$ cat config.mk
export PLATFORM = sky130hd
export DESIGN_NAME = round_robin_thread_slot_scheduler_flat
export DESIGN_NICKNAME = d
export VERILOG_FILES = /design/src/rtl/core/rrts_pkg.sv /design/src/rtl/core/rrts_if.sv /design/src/rtl/core/round_robin_thread_slot_scheduler.sv /design/src/flat_wrapper.sv
export SDC_FILE = /design/constraint.sdc
export NUM_CORES = 1
export LEC_CHECK = 0
export ABC_AREA = 0
export BUFFER_PORTS_ARGS = -buffer_cell sky130_fd_sc_hd__buf_2
export CORE_MARGIN = 4
export CORE_UTILIZATION = 51
export DETAILED_ROUTE_END_ITERATION = 16
export PLACE_DENSITY = 0.68
export SETUP_SLACK_MARGIN = 0.15
export SLEW_MARGIN = 20
export SYNTH_ARGS = -nofsm -noshare
export SYNTH_HDL_FRONTEND = slang
export SYNTH_SLANG_ARGS = --single-unit
$ cat constraint.sdc
create_clock -name clk_i -period 11.2 [get_ports clk_i]
set_input_delay 1.12 -clock clk_i [delete_from_list [all_inputs] [get_ports clk_i]]
set_output_delay 1.12 -clock clk_i [all_outputs]
set_load 0.02 [all_outputs]
$ cat src/rtl/core/rrts_pkg.sv
package rrts_pkg;

  localparam int unsigned SlotCountDef = 16;

  localparam int unsigned OpcodeW = 2;
  localparam int unsigned TargetW = 4;
  localparam int unsigned StatusW = 3;
  localparam int unsigned TidW    = 4;

  typedef enum logic [1:0] {
    OP_CREATE = 2'd0,
    OP_FINISH = 2'd1,
    OP_SCHED  = 2'd2,
    OP_JOIN   = 2'd3
  } op_e;

  typedef enum logic [2:0] {
    RC_OK      = 3'd0,
    RC_FULL    = 3'd1,
    RC_NONE    = 3'd2,
    RC_EMPTY   = 3'd3,
    RC_NOTDONE = 3'd4
  } status_e;

  typedef enum logic [1:0] {
    SL_EMPTY   = 2'd0,
    SL_READY   = 2'd1,
    SL_RUNNING = 2'd2,
    SL_EXITED  = 2'd3
  } slot_e;

  typedef enum logic [2:0] {
    S_IDLE,
    S_CREATE,
    S_FINISH,
    S_JOIN,
    S_SCAN,
    S_OLD,
    S_NEW,
    S_DONE
  } state_e;

endpackage

$ cat src/rtl/core/rrts_if.sv
interface rrts_cmd_if;
  logic                             valid;
  logic                             ready;
  logic [rrts_pkg::OpcodeW-1:0]     opcode;
  logic [rrts_pkg::TargetW-1:0]     target_id;

  modport source (output valid, output opcode, output target_id, input ready);
  modport sink   (input valid, input opcode, input target_id, output ready);
endinterface

interface rrts_res_if;
  logic                             valid;
  logic                             ready;
  logic [rrts_pkg::StatusW-1:0]     status_code;
  logic [rrts_pkg::TidW-1:0]        thread_id;
  logic                             switched;

  modport source (output valid, output status_code, output thread_id, output switched,
                  input ready);
  modport sink   (input valid, input status_code, input thread_id, input switched,
                  output ready);
endinterface

$ cat src/rtl/core/round_robin_thread_slot_scheduler.sv
// Round-robin thread slot scheduler. Holds SLOT_COUNT two-bit slot states
// (empty, ready, running, exited) and the current slot; after reset slot 0
// is ready and current. Commands arrive on cmd_i (create, finish, schedule,
// join) and each yields exactly one item on res_o. One command is in work at
// a time: cmd_i.ready is high only while the sequencer is idle. All slot
// accesses go through a single read port and a single write port of the slot
// table, one slot per cycle, so the cost is set by the scan length.
// The steps: create probes slots from slot 0 upward until it finds an
// empty one or has probed all SLOT_COUNT; schedule scans up to SLOT_COUNT
// slots and, when a ready slot is found, demotes the old slot (S_OLD) and
// starts the new one (S_NEW); finish, and a join that schedules, pass
// through S_FINISH or S_JOIN ahead of the scan; a join that answers at
// once goes from S_JOIN straight to S_DONE. Every command then waits in
// S_DONE until the output register is free and hands the item to it. The
// output register lets a finished result wait while the next command is
// accepted.
module round_robin_thread_slot_scheduler #(
  parameter int unsigned SLOT_COUNT = rrts_pkg::SlotCountDef
) (
  input  logic              clk_i,
  input  logic              rst_ni,
  rrts_cmd_if.sink          cmd_i,
  rrts_res_if.source        res_o
);

  localparam int unsigned IdxW = $clog2(SLOT_COUNT);
  localparam logic [IdxW-1:0] LastIdx = IdxW'(SLOT_COUNT - 1);

  // Slot table: flops, reset to known values, one read and one write port.
  rrts_pkg::slot_e slot_q [SLOT_COUNT];

  rrts_pkg::state_e  state_q, state_d;
  rrts_pkg::op_e     op_q, op_d;
  logic [rrts_pkg::TargetW-1:0] tgt_q, tgt_d;
  logic [IdxW-1:0]   cur_q, cur_d;
  logic [IdxW-1:0]   ptr_q, ptr_d;      // scan pointer
  logic [IdxW-1:0]   cnt_q, cnt_d;      // slots probed so far
  logic [IdxW-1:0]   found_q, found_d;  // ready slot picked by the scan

  // Result being built.
  rrts_pkg::status_e status_q, status_d;
  logic [rrts_pkg::TidW-1:0] tid_q, tid_d;
  logic              sw_q, sw_d;

  // Output register.
  logic              out_valid_q, out_valid_d;
  logic [rrts_pkg::StatusW-1:0] out_status_q, out_status_d;
  logic [rrts_pkg::TidW-1:0]    out_tid_q, out_tid_d;
  logic              out_sw_q, out_sw_d;

  // Table ports.
  logic [IdxW-1:0]   rd_addr;
  rrts_pkg::slot_e   rd_data;
  logic              wr_en;
  logic [IdxW-1:0]   wr_addr;
  rrts_pkg::slot_e   wr_data;

  logic [IdxW-1:0]   tgt_idx;
  logic              tgt_oor;
  logic [IdxW-1:0]   cur_next;
  logic [IdxW-1:0]   ptr_next;
  logic              cmd_acc;

  assign rd_data  = slot_q[rd_addr];
  assign tgt_idx  = IdxW'(tgt_q);
  assign tgt_oor  = 32'(tgt_q) >= SLOT_COUNT;
  assign cur_next = (cur_q == LastIdx) ? '0 : cur_q + 1'b1;
  assign ptr_next = (ptr_q == LastIdx) ? '0 : ptr_q + 1'b1;
  assign cmd_acc  = cmd_i.valid && cmd_i.ready;

  always_ff @(posedge clk_i or negedge rst_ni) begin
    if (!rst_ni) begin
      for (int i = 0; i < SLOT_COUNT; i++) begin
        slot_q[i] <= (i == 0) ? rrts_pkg::SL_READY : rrts_pkg::SL_EMPTY;
      end
    end else if (wr_en) begin
      slot_q[wr_addr] <= wr_data;
    end
  end

  always_ff @(posedge clk_i or negedge rst_ni) begin
    if (!rst_ni) begin
      state_q     <= rrts_pkg::S_IDLE;
      cur_q       <= '0;
      out_valid_q <= 1'b0;
    end else begin
      state_q     <= state_d;
      cur_q       <= cur_d;
      out_valid_q <= out_valid_d;
    end
  end

  always_ff @(posedge clk_i) begin
    op_q         <= op_d;
    tgt_q        <= tgt_d;
    ptr_q        <= ptr_d;
    cnt_q        <= cnt_d;
    found_q      <= found_d;
    status_q     <= status_d;
    tid_q        <= tid_d;
    sw_q         <= sw_d;
    out_status_q <= out_status_d;
    out_tid_q    <= out_tid_d;
    out_sw_q     <= out_sw_d;
  end

  always_comb begin
    state_d      = state_q;
    op_d         = op_q;
    tgt_d        = tgt_q;
    cur_d        = cur_q;
    ptr_d        = ptr_q;
    cnt_d        = cnt_q;
    found_d      = found_q;
    status_d     = status_q;
    tid_d        = tid_q;
    sw_d         = sw_q;
    out_status_d = out_status_q;
    out_tid_d    = out_tid_q;
    out_sw_d     = out_sw_q;
    out_valid_d  = out_valid_q && !res_o.ready;
    rd_addr      = cur_q;
    wr_en        = 1'b0;
    wr_addr      = cur_q;
    wr_data      = rrts_pkg::SL_EMPTY;
    cmd_i.ready  = 1'b0;

    unique case (state_q)
      rrts_pkg::S_IDLE: begin
        cmd_i.ready = 1'b1;
        if (cmd_acc) begin
          op_d  = rrts_pkg::op_e'(cmd_i.opcode);
          tgt_d = cmd_i.target_id;
          sw_d  = 1'b0;
          unique case (rrts_pkg::op_e'(cmd_i.opcode))
            rrts_pkg::OP_CREATE: begin
              ptr_d   = '0;
              state_d = rrts_pkg::S_CREATE;
            end
            rrts_pkg::OP_FINISH: state_d = rrts_pkg::S_FINISH;
            rrts_pkg::OP_SCHED: begin
              ptr_d   = cur_next;
              cnt_d   = '0;
              state_d = rrts_pkg::S_SCAN;
            end
            rrts_pkg::OP_JOIN: state_d = rrts_pkg::S_JOIN;
          endcase
        end
      end

      // lowest empty slot, one probe per cycle
      rrts_pkg::S_CREATE: begin
        rd_addr = ptr_q;
        if (rd_data == rrts_pkg::SL_EMPTY) begin
          wr_en    = 1'b1;
          wr_addr  = ptr_q;
          wr_data  = rrts_pkg::SL_READY;
          status_d = rrts_pkg::RC_OK;
          tid_d    = rrts_pkg::TidW'(ptr_q);
          state_d  = rrts_pkg::S_DONE;
        end else if (ptr_q == LastIdx) begin
          status_d = rrts_pkg::RC_FULL;
          tid_d    = rrts_pkg::TidW'(cur_q);
          state_d  = rrts_pkg::S_DONE;
        end else begin
          ptr_d = ptr_next;
        end
      end

      // retire current (an empty slot holds no thread), then schedule
      rrts_pkg::S_FINISH: begin
        rd_addr = cur_q;
        if (rd_data != rrts_pkg::SL_EMPTY) begin
          wr_en   = 1'b1;
          wr_addr = cur_q;
          wr_data = rrts_pkg::SL_EXITED;
        end
        ptr_d   = cur_next;
        cnt_d   = '0;
        state_d = rrts_pkg::S_SCAN;
      end

      rrts_pkg::S_JOIN: begin
        rd_addr = tgt_idx;
        tid_d   = rrts_pkg::TidW'(cur_q);
        if (tgt_oor || rd_data == rrts_pkg::SL_EMPTY) begin
          status_d = rrts_pkg::RC_EMPTY;
          state_d  = rrts_pkg::S_DONE;
        end else if (rd_data == rrts_pkg::SL_EXITED) begin
          wr_en    = 1'b1;
          wr_addr  = tgt_idx;
          wr_data  = rrts_pkg::SL_EMPTY;
          status_d = rrts_pkg::RC_OK;
          state_d  = rrts_pkg::S_DONE;
        end else begin
          // target still alive: yield and let software retry
          ptr_d   = cur_next;
          cnt_d   = '0;
          state_d = rrts_pkg::S_SCAN;
        end
      end

      // round-robin scan from current+1, ending at current itself
      rrts_pkg::S_SCAN: begin
        rd_addr = ptr_q;
        if (rd_data == rrts_pkg::SL_READY) begin
          found_d = ptr_q;
          state_d = rrts_pkg::S_OLD;
        end else if (cnt_q == LastIdx) begin
          sw_d     = 1'b0;
          tid_d    = rrts_pkg::TidW'(cur_q);
          status_d = (op_q == rrts_pkg::OP_JOIN) ? rrts_pkg::RC_NOTDONE
                                                 : rrts_pkg::RC_NONE;
          state_d  = rrts_pkg::S_DONE;
        end else begin
          ptr_d = ptr_next;
          cnt_d = cnt_q + 1'b1;
        end
      end

      // demote old current unless it exited or is empty
      rrts_pkg::S_OLD: begin
        rd_addr = cur_q;
        if (rd_data == rrts_pkg::SL_READY || rd_data == rrts_pkg::SL_RUNNING) begin
          wr_en   = 1'b1;
          wr_addr = cur_q;
          wr_data = rrts_pkg::SL_READY;
        end
        state_d = rrts_pkg::S_NEW;
      end

      rrts_pkg::S_NEW: begin
        wr_en    = 1'b1;
        wr_addr  = found_q;
        wr_data  = rrts_pkg::SL_RUNNING;
        cur_d    = found_q;
        sw_d     = 1'b1;
        tid_d    = rrts_pkg::TidW'(found_q);
        status_d = (op_q == rrts_pkg::OP_JOIN) ? rrts_pkg::RC_NOTDONE
                                               : rrts_pkg::RC_OK;
        state_d  = rrts_pkg::S_DONE;
      end

      // hand off to the output register once it is free
      rrts_pkg::S_DONE: begin
        if (!out_valid_q || res_o.ready) begin
          out_valid_d  = 1'b1;
          out_status_d = rrts_pkg::StatusW'(status_q);
          out_tid_d    = tid_q;
          out_sw_d     = sw_q;
          state_d      = rrts_pkg::S_IDLE;
        end
      end
    endcase
  end

  assign res_o.valid       = out_valid_q;
  assign res_o.status_code = out_status_q;
  assign res_o.thread_id   = out_tid_q;
  assign res_o.switched    = out_sw_q;

  // Running-slot map for checks.
  logic [SLOT_COUNT-1:0] run_vec;
  always_comb begin
    for (int i = 0; i < SLOT_COUNT; i++) begin
      run_vec[i] = (slot_q[i] == rrts_pkg::SL_RUNNING);
    end
  end

  // At most one slot runs at any time.
  a_one_running: assert property (@(posedge clk_i) disable iff (!rst_ni)
    $onehot0(run_vec))
    else $error("more than one running slot");

  // A running slot is always the current one.
  a_running_is_current: assert property (@(posedge clk_i) disable iff (!rst_ni)
    (|run_vec) |-> run_vec[cur_q])
    else $error("running slot is not current");

  // An accepted command keeps the sequencer busy in the next cycle.
  a_busy_after_accept: assert property (@(posedge clk_i) disable iff (!rst_ni)
    cmd_acc |=> !cmd_i.ready)
    else $error("command accepted while still busy");

  // A result is loaded only when the output register can take it.
  a_no_overwrite: assert property (@(posedge clk_i) disable iff (!rst_ni)
    (state_q == rrts_pkg::S_DONE && out_valid_q && !res_o.ready) |=>
      (state_q == rrts_pkg::S_DONE))
    else $error("pending result overwritten");

endmodule

$ cat src/flat_wrapper.sv
// flat-port wrapper written by rule: the top's interface ports become plain ports
module round_robin_thread_slot_scheduler_flat 
#(
  parameter int unsigned SLOT_COUNT = rrts_pkg::SlotCountDef
)
  (clk_i, rst_ni, cmd_i_valid, cmd_i_opcode, cmd_i_target_id, cmd_i_ready, res_o_valid, res_o_status_code, res_o_thread_id, res_o_switched, res_o_ready);
  rrts_cmd_if cmd_i_i ();
  rrts_res_if res_o_i ();
  input  logic clk_i;
  input  logic rst_ni;
  input wire logic [$bits(cmd_i_i.valid)-1:0] cmd_i_valid;
  input wire logic [$bits(cmd_i_i.opcode)-1:0] cmd_i_opcode;
  input wire logic [$bits(cmd_i_i.target_id)-1:0] cmd_i_target_id;
  output wire logic [$bits(cmd_i_i.ready)-1:0] cmd_i_ready;
  output wire logic [$bits(res_o_i.valid)-1:0] res_o_valid;
  output wire logic [$bits(res_o_i.status_code)-1:0] res_o_status_code;
  output wire logic [$bits(res_o_i.thread_id)-1:0] res_o_thread_id;
  output wire logic [$bits(res_o_i.switched)-1:0] res_o_switched;
  input wire logic [$bits(res_o_i.ready)-1:0] res_o_ready;
  assign cmd_i_i.valid = cmd_i_valid;
  assign cmd_i_i.opcode = cmd_i_opcode;
  assign cmd_i_i.target_id = cmd_i_target_id;
  assign cmd_i_ready = cmd_i_i.ready;
  assign res_o_valid = res_o_i.valid;
  assign res_o_status_code = res_o_i.status_code;
  assign res_o_thread_id = res_o_i.thread_id;
  assign res_o_switched = res_o_i.switched;
  assign res_o_i.ready = res_o_ready;
  round_robin_thread_slot_scheduler #(.SLOT_COUNT(SLOT_COUNT)) u_core (.clk_i(clk_i), .rst_ni(rst_ni), .cmd_i(cmd_i_i), .res_o(res_o_i));
endmodule
==> results of run 1 <==
worst paths after layout:
kind                       cells after the start                    end               from
setup / recovery                              14      u_core.slot_q[16]  u_core.state_q[2]
hold / removal                                 0  u_core.res_o.switched        u_core.sw_q
setup reg to reg                              14      u_core.slot_q[16]  u_core.state_q[2]
hold reg to reg                                0  u_core.res_o.switched        u_core.sw_q
max in group asynchronous                      1      u_core.slot_q[11]             rst_ni
min in group asynchronous                      1      u_core.slot_q[17]             rst_ni
cells in the mapped netlist (3+ instances only):
cell type / count
o221ai_1: 3
mux2_2: 33
nand3_1: 19
o21ai_0: 22
nand2_1: 56
ha_1: 13
clkbuf_1: 12
mux2i_1: 12
buf_2: 3
a21oi_1: 17
o211a_1: 3
buf_6: 4
xnor2_1: 4
and2_1: 3
nor2_1: 19
inv_1: 8
nor2b_1: 7
or3_1: 5
o211ai_1: 6
nor3b_1: 3
dfrtp_1: 39
o22ai_1: 3
a31oi_1: 6
edfxtp_1: 34
o21a_1: 3
a221oi_1: 4
nand2b_1: 4
nor3_1: 5
critical path, delay by kind of cell, from the launching register on:
kind,cells,cell delay [ns]
buffers and inverters,1,0.22
AOI/OAI and AO/OA,3,0.91
xor gates and xnor gates,1,0.36
and+or+nand+nor,5,1.22
muxes,3,1.16
adders and majority gates,1,0.70
DFF,1,0.71
final cells by class:
type,instances,area share
Clock buffer,11,0.0287
Clock inverter,5,0.0120
Inverter,10,0.00819
Multi-Input combinational cell,292,0.454
Sequential cell,74,0.441
Tap cell,105,0.0287
Timing Repair Buffer,23,0.0273
through the flow:
| stage | worst slack [ns] | utilization | instances | area [sq um] |
|---|---|---|---|---|
| finish | 5.80 | 0.561 | 520 | 4580 |
| global route | 5.36 | 0.561 | 520 | 4580 |
| CTS | 5.86 | 0.561 | 520 | 4580 |
| detailed placement | 5.88 | 0.538 | 504 | 4400 |
| global placement | 6.04 | 0.538 | 504 | 4400 |
| floorplan | 7.12 | - | 397 | 4250 |
logic make-up after synthesis:
logic type / after synthesis / share of synthesized area
buffers and inverters: 31 / 0.0371
adder cells (fa/ha/maj): 13 / 0.0382
AND/OR/NAND/NOR: 137 / 0.167
multiplexers: 47 / 0.121
flip-flops: 74 / 0.476
XOR/XNOR: 7 / 0.0162
AO/OA/AOI/OAI: 88 / 0.144
sequential cells by signal (all words and copies together) (netlist names):
| register | cells |
|---|---|
| u_core.cnt_q | 4 |
| u_core.cur_q | 4 |
| u_core.found_q | 4 |
| u_core.op_q | 2 |
| u_core.ptr_q | 4 |
| u_core.res_o.status_code | 3 |
| u_core.res_o.switched | 1 |
| u_core.res_o.thread_id | 4 |
| u_core.res_o.valid | 1 |
| u_core.slot_q | 32 |
| u_core.state_q | 3 |
| u_core.status_q | 3 |
| u_core.sw_q | 1 |
| u_core.tgt_idx | 4 |
| u_core.tid_q | 4 |
metal layers:
| metal | routed length [microns] | vias to the layer above | part of all wire | global-route usage |
|---|---|---|---|---|
| li1 | - | 1491 | - | - |
| met1 | 4790 | 1574 | 0.49 | 0.328 |
| met2 | 4070 | 140 | 0.42 | 0.284 |
| met3 | 656 | 19 | 0.067 | 0.0407 |
| met4 | 228 | 0 | 0.023 | 0.0851 |
| met5 | 0 | - | 0 | 0 |
==> run_results.csv, run 1 <==
group,metric,value,unit
route,route.detailed.drc,0,
floorplanning,die_x,99.3,microns
critical_path,setup.reg_to_reg.worst_slack,5.80,ns
hold_path,min_delay_path_class,"reg -> reg",
yosys,number_of_enable_type_register_cells_in_the_synthesized_netlist,34,
clocking,cts_num_sinks,74,
critical_path,criticalPathCategory,"reg -> reg",
yosys,synth_ff_type,"dfrtp_1",
cells_and_area,layout.cells.most_common_list,"56 x nand2_1, 39 x dfrtp_1, 34 x edfxtp_1",
critical_path,path_max_fanout,18,
yosys,ys_seq_area_frac,0.476,
route,post_drt_antenna_nets,0,
floorplanning,floorplan.io_pins,20,
critical_path,path_cells,"xor2_2 > mux2i_2 > nand2_2 > mux2i_1 > a221oi_1 > nor4_1 > ha_1 > nor2b_1 > nor3_1 > buf_4 > a21oi_1 > a211oi_2 > nand2_1 > mux2_2",
critical_path,critical_path_required,11.44,ns
grt,grt_antenna_before_repair,0,
sta,layout_worst_path_cycle_share,0.483,
cells_and_area,final_common_cell,"nand2_1",
route,detail_route.wirelength,9740,microns
placed_design,place.detailed.hpwl,6950,microns
yosys,synth_top_area_share,0.240,
cells_and_area,multi_input_comb_area,2080,sq um
clocking,cts_setup_buffers,0,
clocking,clock_tree.htree_level_count,3,
sta,timing.clock.skew,0.00835,ns
grt,grt_overflow_total,0,
critical_path,critical-path-slowest-cell,"dfrtp_1",
critical_path,critPathMaxStageDelay,0.71,ns
critical_path,crit_path_end_kind,"flip-flop",
clocking,cts_repair_resize_count,0,
clocking,cts-root-buf,"clkbuf_8",
route,via_count,3224,
grt,grt_use_total,0.210,
yosys,netlist_area,4250,sq um
sta,timing.final.hold_violations,0,
sta,timing.hold.ws,0.423,ns
run_status,outcome,"complete, no violations",
sta,report.final.setup_viol,0,
clocking,cts.reportedPaths.clkPinSlew,0.07,ns
cells_and_area,layout.nets,433,
route,drt_first_pass_iters,6,
placed_design,gp_congestion,0.912,
yosys,synthArstFlopShare,0.541,
critical_path,timing.critical_path.from_type,"flip-flop",
floorplanning,die_area,9870,sq um
grt,number_of_global_route_vias_before_repair,3072,
yosys,synth.yosys.warnings,0,
sta,timing.fmax,185,MHz
yosys,synth_nets,420,
sta,fin_tns_setup,0,ns
yosys,post_synth_inst_count,397,
route,drt-initial-drc-count,318,
yosys,synthDominantAreaCellType,"edfxtp_1",
sta,finalMaxSlewViolations,0,
critical_path,cp_data_arrival_time,5.64,ns
yosys,synth_cell_types,64,
cells_and_area,n_antenna_cell,0,
yosys,number_of_synthesized_register_bits,74,
route,viasPerCell,6.20,
cells_and_area,area.growth.synth_to_final,7.76,%
cells_and_area,layout.filler_cells,754,
yosys,syn_avg_cell_area,10.7,sq um
route,wl_per_cell,18.7,microns
clocking,cts-root-to-sink-buffers,2,
run,maxCapViolCount,0,
clocking,numCtsBuffers,9,
floorplanning,design.core.area,8180,sq um
sta,finalCriticalPeriod,5.40,ns
yosys,post_synth_main_area_contributors,"edfxtp_1 24%, dfrtp_1 23%, mux2_2 8.7%, nand2_1 4.9%, ha_1 3.8%",
floorplanning,initial_utilization,0.520,
sta,rsz_0062_raised_after_global_routing,"false",
clocking,cts_tree,"done",
clocking,hold_fix_buffers_at_cts,0,
sta,worst-slew-pin-transition,0.913,ns
placed_design,numPortBuffers,19,
clocking,clk-insertion-delay-late,0.36,ns
cells_and_area,drive_above_1_share,0.217,
grt,grt_first_pass_wirelength,16300,microns
floorplanning,chipHeight,99.3,microns
floorplanning,placement_rows,33,
cells_and_area,seqCellArea,2020,sq um
grt,grt_start_max_net_pins,41,
sta,worst_slew_margin_rel,0.389,
Power of run 1 is left out: the tool's default activity adds up to more than one toggle a clock period on the data nets, which glitch-free logic cannot reach.
==> run 2, diff against run 1 <==
- clock period: 11.2 -> 5.6 ns (I/O delays scaled with it)
==> run 2 against run 1 <==
  * Die area is the same
  * First-iteration DRC count shrank 11%
  * Count of clock-buffer cells in the layout shrank 1
  * Critical path depth is the same
  * Fmax grew 9.1%
  * Setup slack lost 5.2 ns
  * Via count shrank 1.1%
==> run_results.csv, run 2 (same netlist as run 1, synthesis figures left out) <==
group,metric,value,unit
cells_and_area,max_reg_flops,32,
route,post_drt_antenna_nets,0,
clocking,clk-insertion-delay-late,0.36,ns
clocking,cts-root-to-sink-buffers,2,
critical_path,path_max_fanout,18,
floorplanning,design.core.area,8180,sq um
critical_path,crit_buf_inv,1,
sta,finalMaxSlewViolations,0,
sta,timing.final.hold_violations,0,
critical_path,critical-path-slowest-cell,"dfrtp_1",
cells_and_area,layout.filler_cells,711,
grt,gr-max-usage-layer,"met1",
critical_path,path_cells,"and4b_1 > a31oi_2 > buf_4 > nand2_2 > mux2i_1 > a221oi_1 > nor4_1 > ha_1 > mux2i_1 > a2bb2oi_1 > o211ai_1 > nor3_1 > nand2_1 > mux2_1",
grt,grtUsageMet1,0.315,
floorplanning,placement_rows,33,
clocking,clock_tree.htree_level_count,3,
sta,finalCriticalPeriod,4.95,ns
floorplanning,floorplan.io_pins,20,
cells_and_area,n_antenna_cell,0,
cells_and_area,max_flop_register,"u_core.slot_q",
grt,grt_start_max_net_pins,41,
critical_path,timing.critical_path.from_type,"flip-flop",
run_status,outcome,"complete, no violations",
route,route.detailed.drc,0,
cells_and_area,seqCellArea,2020,sq um
clocking,cts.reportedPaths.clkPinSlew,0.08,ns
critical_path,cp_data_arrival_time,5.20,ns
run,maxCapViolCount,0,
hold_path,min_delay_path_class,"in -> async",
cells_and_area,final_common_cell,"nand2_1",
clocking,cts_tree,"done",
grt,number_of_global_route_vias_before_repair,2967,
route,viasPerCell,6.10,
clocking,cts_num_sinks,74,
floorplanning,initial_utilization,0.520,
route,drt_first_pass_iters,4,
grt,grt_antenna_before_repair,0,
sta,rsz_0062_raised_after_global_routing,"false",
cells_and_area,area.growth.synth_to_final,10.1,%
clocking,hold_fix_buffers_at_cts,0,
placed_design,gp_congestion,0.894,
sta,report.final.setup_viol,0,
sta,fin_tns_setup,0,ns
grt,grt.met3_usage,0.0498,
grt,grt_overflow_total,0,
clocking,cts-root-buf,"clkbuf_8",
cells_and_area,layout.cells.most_common_list,"56 x nand2_1, 39 x dfrtp_1, 34 x edfxtp_1",
sta,timing.clock.skew,0.0115,ns
clocking,cts_repair_resize_count,0,
floorplanning,die_area,9870,sq um
placed_design,numPortBuffers,19,
critical_path,criticalPathCategory,"reg -> reg",
critical_path,crit_path_end_kind,"flip-flop",
sta,worst-slew-pin-transition,0.893,ns
cells_and_area,layout.nets,436,
grt,grt_use_total,0.204,
sta,timing.fmax,202,MHz
cells_and_area,drive_above_1_share,0.225,
grt,globalRouteMet2Util,0.287,
critical_path,critical_path.top_delay_family,"simple AND/OR/NAND/NOR gates",
route,detail_route.wirelength,9680,microns
grt,grt_first_pass_wirelength,15700,microns
placed_design,place.detailed.hpwl,6900,microns
route,drt-initial-drc-count,283,
sta,worst_slew_margin_rel,0.403,
floorplanning,die_x,99.3,microns
clocking,cts_setup_buffers,0,
critical_path,critPathMaxStageDelay,0.69,ns
floorplanning,chipHeight,99.3,microns
route,wl_per_cell,18.5,microns
critical_path,critical-path-top-cell-by-count,"mux2i_1",
critical_path,critical_path_required,5.85,ns
route,via_count,3189,
cells_and_area,multi_input_comb_area,2080,sq um
clocking,numCtsBuffers,9,
sta,layout_worst_path_cycle_share,0.885,
run 2: changes by cell type in the layout (fill, tap and decap cells not counted), sizes merged:
cell	change
inv	+1
clkinvlp	-2
bufinv	+3
clkbuf	-1
clkinv	-1
buf	+3
run 2: stage by stage:
| stage | cells | hold slack, ns | area, sq um | utilization | setup WS (ns) |
|---|---|---|---|---|---|
| 3_3_place_gp | 507 | 0.401 | 4420 | 0.541 | 0.802 |
| 2_1_floorplan | 397 | 0.264 | 4250 | - | 1.52 |
| 6_report | 523 | 0.309 | 4690 | 0.573 | 0.645 |
| 5_1_grt | 523 | 0.370 | 4690 | 0.573 | 0.386 |
| 4_1_cts | 523 | 0.344 | 4690 | 0.573 | 0.753 |
| 3_5_place_dp | 507 | 0.405 | 4420 | 0.541 | 0.778 |
run 2: final cells by class:
| type | instances | share of cell area |
|---|---|---|
| clock buffers | 10 | 0.0272 |
| clock inverters | 6 | 0.0294 |
| inverters | 10 | 0.00801 |
| multi-input cells | 292 | 0.444 |
| flip-flops and latches | 74 | 0.432 |
| well taps | 105 | 0.0280 |
| repair buffers | 26 | 0.0315 |
run 2: worst reg2reg max path, stage by stage (launching register included):
cell and delay [ns]:
dfrtp_1 0.69, and4b_1 0.32, a31oi_2 0.05, buf_4 0.21
nand2_2 0.26, mux2i_1 0.30, a221oi_1 0.13, nor4_1 0.42
ha_1 0.67, mux2i_1 0.30, a2bb2oi_1 0.22, o211ai_1 0.14
nor3_1 0.58, nand2_1 0.19, mux2_1 0.35
run 2: final timing paths:
kind	from	end	slack, ns	cells past startpoint
max in group asynchronous	rst_ni	u_core.slot_q[10]	4.74	1
hold / removal	rst_ni	u_core.slot_q[0]	0.31	1
hold reg to reg	u_core.tid_q[1]	u_core.res_o.thread_id[1]	0.42	0
setup reg to reg	u_core.state_q[1]	u_core.slot_q[4]	0.65	14
setup / recovery	u_core.state_q[1]	u_core.slot_q[4]	0.65	14
min in group clk_i	cmd_i_target_id[3]	u_core.tgt_idx[3]	0.37	1
run 2: routing by layer:
layer  part of all wire  wire length, microns
met3              0.071                   684
met1               0.49                  4720
met5                  0                     0
met2               0.43                  4160
met4              0.012                   116
Power of run 2 is left out for the same reason.
